===== src/g2g_pkg.sv =====
package g2g_pkg;
    localparam int CORDIC_STEPS = 16;
    localparam int ITW = 5;
    localparam logic [1:0] MODE_POSE = 2'd0;
    localparam logic [1:0] MODE_TARGET = 2'd1;
    localparam logic [1:0] MODE_TICK = 2'd2;
    localparam logic [1:0] CFG_LIN = 2'd0;
    localparam logic [1:0] CFG_ANG = 2'd1;
    localparam logic [1:0] CFG_RAD = 2'd2;
    localparam logic signed [17:0] ANG_HALF_PI = 18'sd12868;
    localparam logic signed [17:0] ANG_PI = 18'sd25736;
    localparam logic signed [17:0] ANG_TWO_PI = 18'sd51472;

    typedef struct packed {
        logic load;
        logic sqrt_step;
        logic cordic_step;
        logic finish;
    } g2g_cmd_t;

    typedef struct packed {
        logic cordic_done;
        logic last;
    } g2g_sts_t;

    function automatic logic signed [17:0] atan_lut(input logic [ITW-1:0] i);
        case (i)
            5'd0: atan_lut = 18'sd6434;
            5'd1: atan_lut = 18'sd3798;
            5'd2: atan_lut = 18'sd2007;
            5'd3: atan_lut = 18'sd1019;
            5'd4: atan_lut = 18'sd511;
            5'd5: atan_lut = 18'sd256;
            5'd6: atan_lut = 18'sd128;
            5'd7: atan_lut = 18'sd64;
            5'd8: atan_lut = 18'sd32;
            5'd9: atan_lut = 18'sd16;
            5'd10: atan_lut = 18'sd8;
            5'd11: atan_lut = 18'sd4;
            5'd12: atan_lut = 18'sd2;
            5'd13: atan_lut = 18'sd1;
            default: atan_lut = 18'sd0;
        endcase
    endfunction
endpackage


===== src/g2g_datapath.sv =====
module g2g_datapath (
    input  logic                aclk,
    input  g2g_pkg::g2g_cmd_t   cmd,
    output g2g_pkg::g2g_sts_t   sts,
    input  logic signed [15:0]  robot_x,
    input  logic signed [15:0]  robot_y,
    input  logic signed [15:0]  robot_heading,
    input  logic signed [15:0]  goal_x,
    input  logic signed [15:0]  goal_y,
    input  logic [7:0]          lin_gain,
    input  logic [7:0]          ang_gain,
    input  logic [14:0]         radius,
    output logic [16:0]         speed,
    output logic signed [18:0]  turn,
    output logic                reached
);
    import g2g_pkg::*;

    logic signed [16:0] dx, dy;
    logic signed [33:0] dx2, dy2;
    logic [29:0] rsq;
    logic [34:0] sq_reg, sq_next;
    logic [17:0] root_reg, root_next;
    logic signed [26:0] cx_reg, cx_next, cy_reg, cy_next;
    logic signed [17:0] cz_reg, cz_next;
    logic [ITW-1:0] it_reg, it_next;
    logic near_reg, near_next;
    logic [16:0] speed_reg, speed_next;
    logic signed [18:0] turn_reg, turn_next;
    logic [17:0] tbit;
    logic [35:0] tsq;
    logic signed [26:0] xs, ys, x0, y0;
    logic [25:0] prod_l;
    logic signed [18:0] err0, err;
    logic signed [27:0] prod_a, tsh;

    assign dx = 17'(goal_x) - 17'(robot_x);
    assign dy = 17'(goal_y) - 17'(robot_y);
    assign dx2 = dx * dx;
    assign dy2 = dy * dy;
    assign rsq = radius * radius;
    assign tbit = root_reg | (18'd1 << (17 - it_reg));
    assign tsq = tbit * tbit;
    assign xs = cx_reg >>> it_reg;
    assign ys = cy_reg >>> it_reg;
    assign x0 = 27'(dx) <<< 8;
    assign y0 = 27'(dy) <<< 8;
    assign prod_l = root_reg * lin_gain;
    assign err0 = 19'(cz_reg) - 19'(robot_heading);
    assign err = (err0 > 19'(ANG_PI)) ? err0 - 19'(ANG_TWO_PI) :
                 (err0 < -19'(ANG_PI)) ? err0 + 19'(ANG_TWO_PI) : err0;
    assign prod_a = err * $signed({1'b0, ang_gain});
    assign tsh = prod_a >>> 4;

    always_comb begin
        sq_next = sq_reg; root_next = root_reg; cx_next = cx_reg;
        cy_next = cy_reg; cz_next = cz_reg; it_next = it_reg;
        near_next = near_reg; speed_next = speed_reg; turn_next = turn_reg;
        if (cmd.load) begin
            sq_next = 35'(dx2) + 35'(dy2);
            near_next = (35'(dx2) + 35'(dy2)) <= 35'(rsq);
            root_next = '0;
            it_next = '0;
            cx_next = x0; cy_next = y0; cz_next = '0;
            if (dx < 0) begin
                if (dy >= 0) begin
                    cx_next = y0; cy_next = -x0; cz_next = ANG_HALF_PI;
                end else begin
                    cx_next = -y0; cy_next = x0; cz_next = -ANG_HALF_PI;
                end
            end
        end else if (cmd.sqrt_step || cmd.cordic_step) begin
            it_next = it_reg + 1'b1;
            if (cmd.sqrt_step && it_reg < 5'd18 && tsq <= 36'(sq_reg))
                root_next = root_reg | (18'd1 << (17 - it_reg));
            if (cmd.cordic_step) begin
                if (cy_reg >= 0) begin
                    cx_next = cx_reg + ys; cy_next = cy_reg - xs;
                    cz_next = cz_reg + atan_lut(it_reg);
                end else begin
                    cx_next = cx_reg - ys; cy_next = cy_reg + xs;
                    cz_next = cz_reg - atan_lut(it_reg);
                end
            end
        end else if (cmd.finish) begin
            speed_next = (prod_l[25:4] > 22'd131071) ? 17'd131071 : prod_l[20:4];
            if (tsh > 28'sd262143) turn_next = 19'sd262143;
            else if (tsh < -28'sd262144) turn_next = -19'sd262144;
            else turn_next = tsh[18:0];
            if (near_reg) begin
                speed_next = '0; turn_next = '0;
            end
        end
    end

    always_ff @(posedge aclk) begin
        sq_reg <= sq_next; root_reg <= root_next; cx_reg <= cx_next;
        cy_reg <= cy_next; cz_reg <= cz_next; it_reg <= it_next;
        near_reg <= near_next; speed_reg <= speed_next; turn_reg <= turn_next;
    end

    assign sts.cordic_done = (32'(it_reg) >= CORDIC_STEPS);
    assign sts.last = (32'(it_reg) == 32'(CORDIC_STEPS > 18 ? CORDIC_STEPS : 18) - 1);
    assign speed = speed_reg;
    assign turn = turn_reg;
    assign reached = near_reg;
endmodule


===== src/g2g_ctrl.sv =====
module g2g_ctrl (
    input  logic              aclk,
    input  logic              aresetn,
    input  logic              start,
    input  logic              out_taken,
    input  g2g_pkg::g2g_sts_t sts,
    output g2g_pkg::g2g_cmd_t cmd,
    output logic              busy,
    output logic              out_valid
);
    import g2g_pkg::*;
    typedef enum logic [3:0] {
        S_IDLE = 4'b0001, S_RUN = 4'b0010, S_FIN = 4'b0100, S_OUT = 4'b1000
    } state_t;
    state_t state_reg, state_next;
    logic it_run;

    assign it_run = state_reg == S_RUN;
    always_comb begin
        state_next = state_reg;
        cmd = '0;
        unique case (state_reg)
            S_IDLE: if (start) begin cmd.load = 1'b1; state_next = S_RUN; end
            S_RUN: begin
                cmd.sqrt_step = 1'b1;
                cmd.cordic_step = 1'b1;
                if (sts.last) state_next = S_FIN;
            end
            S_FIN: begin cmd.finish = 1'b1; state_next = S_OUT; end
            S_OUT: if (out_taken) state_next = S_IDLE;
            default: state_next = S_IDLE;
        endcase
        // cordic runs only for its step count, sqrt for its 18 bits
        if (it_run && sts.cordic_done) cmd.cordic_step = 1'b0;
    end
    always_ff @(posedge aclk) begin
        if (!aresetn) state_reg <= S_IDLE;
        else state_reg <= state_next;
    end
    assign busy = state_reg != S_IDLE;
    assign out_valid = state_reg == S_OUT;
endmodule


===== src/go_to_goal_steering_top.sv =====
// proportional go-to-goal steering: pose words, and target words with s_target_present set,
// update stored state; a control tick with pose and goal known runs an 18-step bit-serial
// square root alongside the cordic bearing loop, both driven by the shared step counter,
// then holds its word on m_ until taken; ticks without a known pose or goal give nothing
module go_to_goal_steering_top (
    input  logic               aclk,
    input  logic               aresetn,
    input  logic               s_valid,
    output logic               s_ready,
    input  logic [1:0]         s_mode,
    input  logic signed [15:0] s_pos_x,
    input  logic signed [15:0] s_pos_y,
    input  logic signed [15:0] s_heading,
    input  logic               s_target_present,
    output logic               m_valid,
    input  logic               m_ready,
    output logic [16:0]        m_linear_speed,
    output logic signed [18:0] m_turn_rate,
    output logic               m_reached,
    input  logic               cfg_we,
    input  logic [1:0]         cfg_index,
    input  logic [14:0]        cfg_data
);
    import g2g_pkg::*;
    logic [7:0] lin_reg, ang_reg;
    logic [14:0] rad_reg;
    logic signed [15:0] rx_reg, ry_reg, rh_reg, gx_reg, gy_reg;
    logic pk_reg, gk_reg, acc, busy, start;
    g2g_cmd_t cmd;
    g2g_sts_t sts;

    // one word at a time
    assign s_ready = !busy;
    assign acc = s_valid && s_ready;
    assign start = acc && s_mode == MODE_TICK && pk_reg && gk_reg;

    always_ff @(posedge aclk) begin
        if (!aresetn) begin
            lin_reg <= 8'd32; ang_reg <= 8'd96; rad_reg <= 15'd1024;
            rx_reg <= '0; ry_reg <= '0; rh_reg <= '0; gx_reg <= '0; gy_reg <= '0;
            pk_reg <= 1'b0; gk_reg <= 1'b0;
        end else begin
            if (cfg_we) begin
                unique case (cfg_index)
                    CFG_LIN: lin_reg <= cfg_data[7:0];
                    CFG_ANG: ang_reg <= cfg_data[7:0];
                    CFG_RAD: rad_reg <= cfg_data;
                    default: ;
                endcase
            end
            if (acc && s_mode == MODE_POSE) begin
                rx_reg <= s_pos_x; ry_reg <= s_pos_y; rh_reg <= s_heading;
                pk_reg <= 1'b1;
            end
            if (acc && s_mode == MODE_TARGET && s_target_present) begin
                gx_reg <= s_pos_x; gy_reg <= s_pos_y; gk_reg <= 1'b1;
            end
        end
    end

    g2g_ctrl u_ctrl (
        .aclk(aclk), .aresetn(aresetn), .start(start), .out_taken(m_ready),
        .sts(sts), .cmd(cmd), .busy(busy), .out_valid(m_valid)
    );

    g2g_datapath u_dp (
        .aclk(aclk), .cmd(cmd), .sts(sts),
        .robot_x(rx_reg), .robot_y(ry_reg), .robot_heading(rh_reg),
        .goal_x(gx_reg), .goal_y(gy_reg),
        .lin_gain(lin_reg), .ang_gain(ang_reg), .radius(rad_reg),
        .speed(m_linear_speed), .turn(m_turn_rate), .reached(m_reached)
    );
endmodule


===== config.mk =====
export PLATFORM = sky130hd
export DESIGN_NAME = go_to_goal_steering_top
export DESIGN_NICKNAME = d
export VERILOG_FILES = /design/src/g2g_pkg.sv /design/src/g2g_datapath.sv /design/src/g2g_ctrl.sv /design/src/go_to_goal_steering_top.sv
export SDC_FILE = /design/constraint.sdc
export NUM_CORES = 2
export LEC_CHECK = 0
export ABC_CLOCK_PERIOD_IN_PS = 10440
export BUFFER_PORTS_ARGS = -buffer_cell sky130_fd_sc_hd__buf_2
export CORE_UTILIZATION = 50
export CTS_CLUSTER_SIZE = 10
export DETAILED_ROUTE_END_ITERATION = 16
export PLACE_DENSITY = 0.68
export RECOVER_POWER = 100
export SYNTH_ARGS = -nofsm -noshare
export SYNTH_HDL_FRONTEND = slang
export SYNTH_SLANG_ARGS = --single-unit

===== constraint.sdc =====
create_clock -name aclk -period 10.44 [get_ports aclk]
set_clock_uncertainty 0.2 [all_clocks]
set_input_delay 2.088 -clock aclk [delete_from_list [all_inputs] [get_ports aclk]]
set_output_delay 2.088 -clock aclk [all_outputs]
set_load 0.02 [all_outputs]

## Word level (Yosys, flattened, before mapping)

Memory sizes are Yosys's and may differ from the RTL's. A register that Yosys moved wholly into a read port is not among the register bits.
Cells that the tools add are included.

| operators by class | value |
|---|---|
| add/subtract/negate cells | 17 |
| multipliers | 6 |
| $lt $le $gt $ge | 12 |
| eq/ne operators | 13 |
| shifts and indexed selects | 3 |
| multiplexer cells | 46 |
| bitwise gates (word level) | 3 |
| reduce and logical (&&, ||, !) cells | 24 |

Operators by type and width:

| kind | number |
|---|---|
| 27-bit 2-to-1 mux | 12 |
| 18-bit 2-to-1 mux | 17 |
| 34-bit by 34-bit adder with 35-bit output | 2 |
| 17-bit by 17-bit multiplier with 34-bit output | 2 |
| 19-bit 2-to-1 mux | 3 |
| 27-bit adder | 2 |
| 25-bit negation with 27-bit output | 2 |
| 27-bit by 5-bit >>> shifter with 27-bit output | 2 |
| 27-bit subtractor | 2 |
| 36-bit by 35-bit <= comparator with 1-bit output | 1 |
| 18-bit by 18-bit multiplier with 36-bit output | 1 |
| 35-bit by 30-bit <= comparator with 1-bit output | 1 |
| 16-bit by 16-bit subtractor with 17-bit output | 2 |
| 1-bit by 32-bit << shifter with 18-bit output, first input constant | 1 |
| 15-bit by 15-bit multiplier with 30-bit output | 1 |
| 19-bit by 9-bit multiplier with 28-bit output | 1 |
| 4-bit 2-to-1 mux | 7 |
| 27-bit by 1-bit greater-or-equal comparator with 1-bit output, second input constant | 1 |
| 18-bit by 8-bit multiplier with 26-bit output | 1 |
| 24-bit by 19-bit > comparator with 1-bit output, second input constant | 1 |
| 24-bit by 19-bit < comparator with 1-bit output, second input constant | 1 |
| 22-bit by 17-bit > comparator with 1-bit output, second input constant | 1 |
| 19-bit by 17-bit adder with 19-bit output, second input constant | 1 |
| 19-bit by 16-bit > comparator with 1-bit output, second input constant | 1 |
| 35 further kinds | 58 |

| storage, ports and cells | value |
|---|---|
| flip-flop bits (word level) | 284 |
| ROM bits | 416 |
| input port bits | 73 |
| output and inout port bits | 39 |
| logic and storage cells | 147 |
| memories kept | 2 |

Memory list:

| memory | depth | width | read ports | clocked after memory_dff | write ports | line | source |
|---|---|---|---|---|---|---|---|
| (name not given) | 16 | 13 | 1 | 1 | 0 | g2g_pkg.sv:27 | `case (i)` |
| (name not given) | 16 | 13 | 1 | 1 | 0 | g2g_pkg.sv:27 |  |

## Logic depth before layout (Yosys ltp)

| depth | value |
|---|---|
| depth after elaboration | 14 |
| depth in mapped cells | 52 |
| depth with buffers taken out | 50 |

## Modules after synthesis

A second synthesis with hierarchy kept.

| unflattened totals | value |
|---|---|
| cell total of the unflattened synthesis | 7980 |
| area total of the unflattened synthesis | 70239.9 sq um |

Modules (own cells, without submodules):

| module | times used | cells each | area an instance (sq um) | sequential area each (sq um) |
|---|---|---|---|---|
| g2g_datapath | 1 | 7500 | 65840.6 | 5044.8 |
| go_to_goal_steering_top | 1 | 449 | 4122.7 | 2262.2 |
| g2g_ctrl | 1 | 31 | 276.5 | 80.1 |

## Worst setup path before layout

No wires, ideal clock.

| path | value |
|---|---|
| path type | register to register |
| start | register rx_reg[2] |
| end | register u_dp.near_reg, in the netlist u_dp.reached (data pin) |
| library setup time | 175 ps |
| arrival | 10507 ps |
| data required time | 10065 ps |
| slack | -443 ps |
| stages on the path, launching flop included | 44 |
| path buffers | 2 |
| period minus slack after synthesis | 10883 ps |
| path through | dfxtp_1 > inv_1 > ha_1 > nor2b_1 > o2111a_1 > or3_1 > a31o_2 > a21oi_1 > a21oi_1 > a31oi_1 > clkbuf_1 > buf_1 > nand2_1 > fa_1 > inv_1 > fa_1 > inv_1 > fa_1 > [... 8 more ...] > or3_1 > or2_2 > a2111oi_0 > o31ai_1 > o21ba_2 > xnor2_1 > ha_1 > and3_1 > and3_1 > a21boi_0 > nor2_1 > nand2_1 > xor2_1 > ha_1 > o211a_1 > a221o_1 > a21oi_1 > nor4bb_1 |

| on the way | value |
|---|---|
| cells in the longest elaborated chain, start to end | 4 |

RTL lines:

| element | line | source |
|---|---|---|
| start, declared | go_to_goal_steering_top.sv:27 | `logic signed [15:0] rx_reg, ry_reg, rh_reg, gx_reg, gy_reg;` |
| start signal, assigned | go_to_goal_steering_top.sv:52 | `rx_reg <= s_pos_x; ry_reg <= s_pos_y; rh_reg <= s_heading;` |
| 16-bit by 16-bit subtractor with 17-bit output | g2g_datapath.sv:37 | `assign dx = 17'(goal_x) - 17'(robot_x);` |
| 17-bit by 17-bit multiplier with 34-bit output | g2g_datapath.sv:39 | `assign dx2 = dx * dx;` |
| 34-bit by 34-bit adder with 35-bit output | g2g_datapath.sv:61 | `near_next = (35'(dx2) + 35'(dy2)) <= 35'(rsq);` |
| 35-bit by 30-bit <= comparator with 1-bit output | g2g_datapath.sv:61 |  |
| end signal, assigned | g2g_datapath.sv:99 | `near_reg <= near_next; speed_reg <= speed_next; turn_reg <= turn_next;` |
| end, declared | g2g_datapath.sv:27 | `logic near_reg, near_next;` |

Every way passes these cells.
A chain may end at the register's enable or synchronous reset.

## Worst setup path in the final report

| path | value |
|---|---|
| start | register gx_reg[0] |
| end | register u_dp.near_reg, in the netlist u_dp.reached (data pin) |

| on the way | value |
|---|---|
| cells in the longest elaborated chain, start to end | 4 |

RTL lines:

| element | line | source |
|---|---|---|
| start, declared | go_to_goal_steering_top.sv:27 |  |
| start signal, assigned | go_to_goal_steering_top.sv:40 | `rx_reg <= '0; ry_reg <= '0; rh_reg <= '0; gx_reg <= '0; gy_reg <= '0;` |
| start signal, assigned | go_to_goal_steering_top.sv:56 | `gx_reg <= s_pos_x; gy_reg <= s_pos_y; gk_reg <= 1'b1;` |
| 16-bit by 16-bit subtractor with 17-bit output | g2g_datapath.sv:37 |  |
| 17-bit by 17-bit multiplier with 34-bit output | g2g_datapath.sv:39 |  |
| 34-bit by 34-bit adder with 35-bit output | g2g_datapath.sv:61 |  |
| 35-bit by 30-bit <= comparator with 1-bit output | g2g_datapath.sv:61 |  |

Every way passes these cells.

==> reports/qor.csv <==
stage;metric;value;unit
placement;place_hpwl;170800;um
timing;finalWorstSetupSlack;-79.53;ps
global_routing;globalRouteMet1Util;0.3808;
critical_path;required;10690;ps
critical_path;cp_data_arrival_time;10770;ps
final_layout;fin_nets;10370;
clock_network;clock-sinks;297;
global_routing;grt_max_degree;98;
critical_path;start_kind;flop;
synthesis;avgSynthCellArea;8.770;um^2
global_routing;grt_use_met2;0.4772;
timing;slew_viol_final;587;
placement;dpl_worst_slack;-360.8;ps
critical_path;crit_fanout;4;
floorplanning;die_w;380.3;um
timing;setup_viol;1;
floorplanning;die_area;0.1446;mm^2
synthesis;synth-simple-area-share;0.1407;
drt;viasPerCell;5.614;
timing;fin_crit_sh;1.008;
floorplanning;start_util;0.5047;
timing;final_hold_viol_count;0;
synthesis;synthAdderAreaFrac;0.4352;
worst_hold_path;hp-class;reg2reg;
drt;ant_nets;0;
timing;rsz0062_at_grt;true;
final_layout;num-fill-cells;12870;
synthesis;syn_area;0.07154;mm^2
clock_network;clk_latency;640;ps
critical_path;cp_slowest_stage_delay;540;ps
critical_path;cp_num_buf_inv;5;
placement;place_congestion;0.9994;
floorplanning;io_pins;112;
synthesis;ys_seq_area_frac;0.1033;
synthesis;syn_inst;8157;
clock_network;cts_tree;done;
synthesis;synth_top_family_by_area;adder cells;
synthesis;synth_ff_type;dfxtp_1;
drt;drc_errors;0;
synthesis;ys_ff_latch;297;
synthesis;synthXorXnorAreaFrac;0.04652;
synthesis;netlist.top_cell.by_area;fa_1;
final_layout;largest_register_ffs;35;
critical_path;slowest_stage;fa_1;
final_layout;fin_cells;10410;
drt;drt_iter0_drc;4306;
global_routing;grt_use_total;0.2879;
clock_network;numCtsBuffers;44;
synthesis;synth-compound-area-share;0.1313;
drt;drtPass1Iterations;8;
synthesis;synth_top_area_share;0.3131;
floorplanning;die_y;380.3;um
global_routing;antenna_found_initial;8;
floorplanning;row_count;138;
status;run_status;complete, but fails checks;
drt;wl_per_cell;19.85;um
synthesis;synth.mux.area_fraction;0.04302;
clock_network;hold_buffers;0;
final_layout;area_growth;10.62;%
critical_path;crit_path_end_kind;flop;
critical_path;worst-setup-path-type;reg2reg;
status;violations;max-capacitance violations, max-slew violations, negative setup slack;
clock_network;cts-htree-levels;2;
global_routing;grt_pass1_vias;60250;
clock_network;clock_path_buffers;3;
clock_network;cts-root-buf;clkbuf_16;
critical_path;crit_top_cell;fa_1;
synthesis;synthTopCellsByArea;fa_1, ha_1, inv_1;
global_routing;gr-usage-met3;0.04121;
drt;wl;206600;um
synthesis;synth_edf_count;144;
drt;routed-via-count;58430;
clock_network;path_clk_slew;60;ps
timing;fmax;95.06;MHz
synthesis;synth_cell_types;109;
synthesis;yosysWarnings;0;
synthesis;syn_nets;10050;
timing;slew_headroom;-1.411;
final_layout;drive_gt1_frac;0.1163;
synthesis;synthArstFlopShare;0;
timing;layout_min_cycle_time;10520;ps
job;max_cap_violations;14;
global_routing;grt_remaining_overflow;0;
global_routing;grt_pass1_wl;329200;um
placement;place.port_buffers;111;
global_routing;grt_busiest_layer;met2;
floorplanning;core_area;0.1418;mm^2
timing;worst_slew_pin_slew;3616;ps
critical_path;critPathTopFamily;adder cells;
placement;placed_cells;10290;
-- synth_stat cells, types with 144 or more instances --
| cell type | count |
|---|---|
| nand2_1 | 866 |
| dfxtp_1 | 153 |
| nor2_1 | 527 |
| o21ai_0 | 275 |
| inv_1 | 1508 |
| and2_1 | 183 |
| a21oi_1 | 328 |
| clkbuf_1 | 241 |
| ha_1 | 698 |
| edfxtp_1 | 144 |
| fa_1 | 1119 |
| xnor2_1 | 237 |
-- kinds of logic after synthesis --
family | after synthesis
AO/OA/AOI/OAI | 1407
AND/OR/NAND/NOR | 2177
adder cells (fa/ha/maj) | 1817
flip-flops | 297
buffers and inverters | 1851
XOR/XNOR | 380
multiplexers | 228
-- worst min-delay path: cells and delay by family, from the launching register on --
| family | cells | cell delay, ps |
|---|---|---|
| DFF | 1 | 310 |
| and+or+nand+nor | 1 | 40 |
| AOI/OAI and AO/OA | 1 | 60 |
-- worst paths after layout --
check                    startpoint                      to  slack, ps  cells past startpoint
max reg2reg  gx_reg[0]$_SDFFE_PN0P_  u_dp.reached$_DFFE_PP_        -80                     41
min          rx_reg[2]$_SDFFE_PN0P_  rx_reg[2]$_SDFFE_PN0P_        260                      2
min reg2reg  rx_reg[2]$_SDFFE_PN0P_  rx_reg[2]$_SDFFE_PN0P_        260                      2
max          gx_reg[0]$_SDFFE_PN0P_  u_dp.reached$_DFFE_PP_        -80                     41
-- through the flow --
stage / area (um^2) / TNS [ps] / utilization / hold slack (ps)
final: 79140 / -79.53 / 0.5583 / 263.8
after global placement: 76690 / -231.2 / 0.5410 / 241.3
after detailed placement: 76690 / -2458 / 0.5410 / 258.9
after global routing: 79120 / -3016 / 0.5581 / 284.8
after floorplan: 71610 / 0 / - / 232.6
after CTS: 78320 / -111.1 / 0.5525 / 269.1
-- metal layers --
metal | routed length [um] | vias up | share of wire
li1 | - | 27140 | -
met1 | 86190 | 28990 | 0.42
met2 | 97470 | 1900 | 0.47
met3 | 14200 | 394 | 0.069
met4 | 8730 | 6 | 0.042
met5 | 41 | - | 0.00020
-- what timing repair did --
action,CTS,global route
hold endpoints to repair,0,0
resized for setup,38,183
setup buffers,7,26
setup endpoints to repair,20,42
pin swaps,21,98
gates cloned,0,0
-- final cells by class --
type                    count  area, um^2  share of cell area
multi-input cells        6009       57980              0.7326
flip-flops and latches    297        7397             0.09347
inverters                1530        5752             0.07268
repair buffers            596        4210             0.05320
well taps                1890        2365             0.02988
clock buffers              64        1280             0.01617
clock inverters            16       138.9            0.001755
diodes                      6       15.01           0.0001897
-- cell usage in the layout (no fill, tap or decap), types with 53 or more instances in the layout --
cell	synthesis	final
o21a_1	83	83
o211ai_1	53	53
nor3_1	89	84
fa_1	1119	1115
and2_1	183	177
o21ai_0	275	255
inv_1	1508	1500
nor2b_1	76	74
mux2_2	62	62
a21oi_1	328	306
nor2_1	527	506
edfxtp_1	144	144
buf_2	26	71
dfxtp_1	153	145
ha_1	698	685
buf_4	12	455
nand3_1	99	97
clkbuf_1	241	66
and3_1	63	62
nand2b_1	78	78
mux2i_1	111	111
nand2_1	866	860
a21boi_0	109	104
xor2_1	143	140
xnor2_1	237	220
a21o_1	143	142
Power is left out: the tool's default activity adds up to more than one toggle a clock period on the data nets, which glitch-free logic cannot reach.
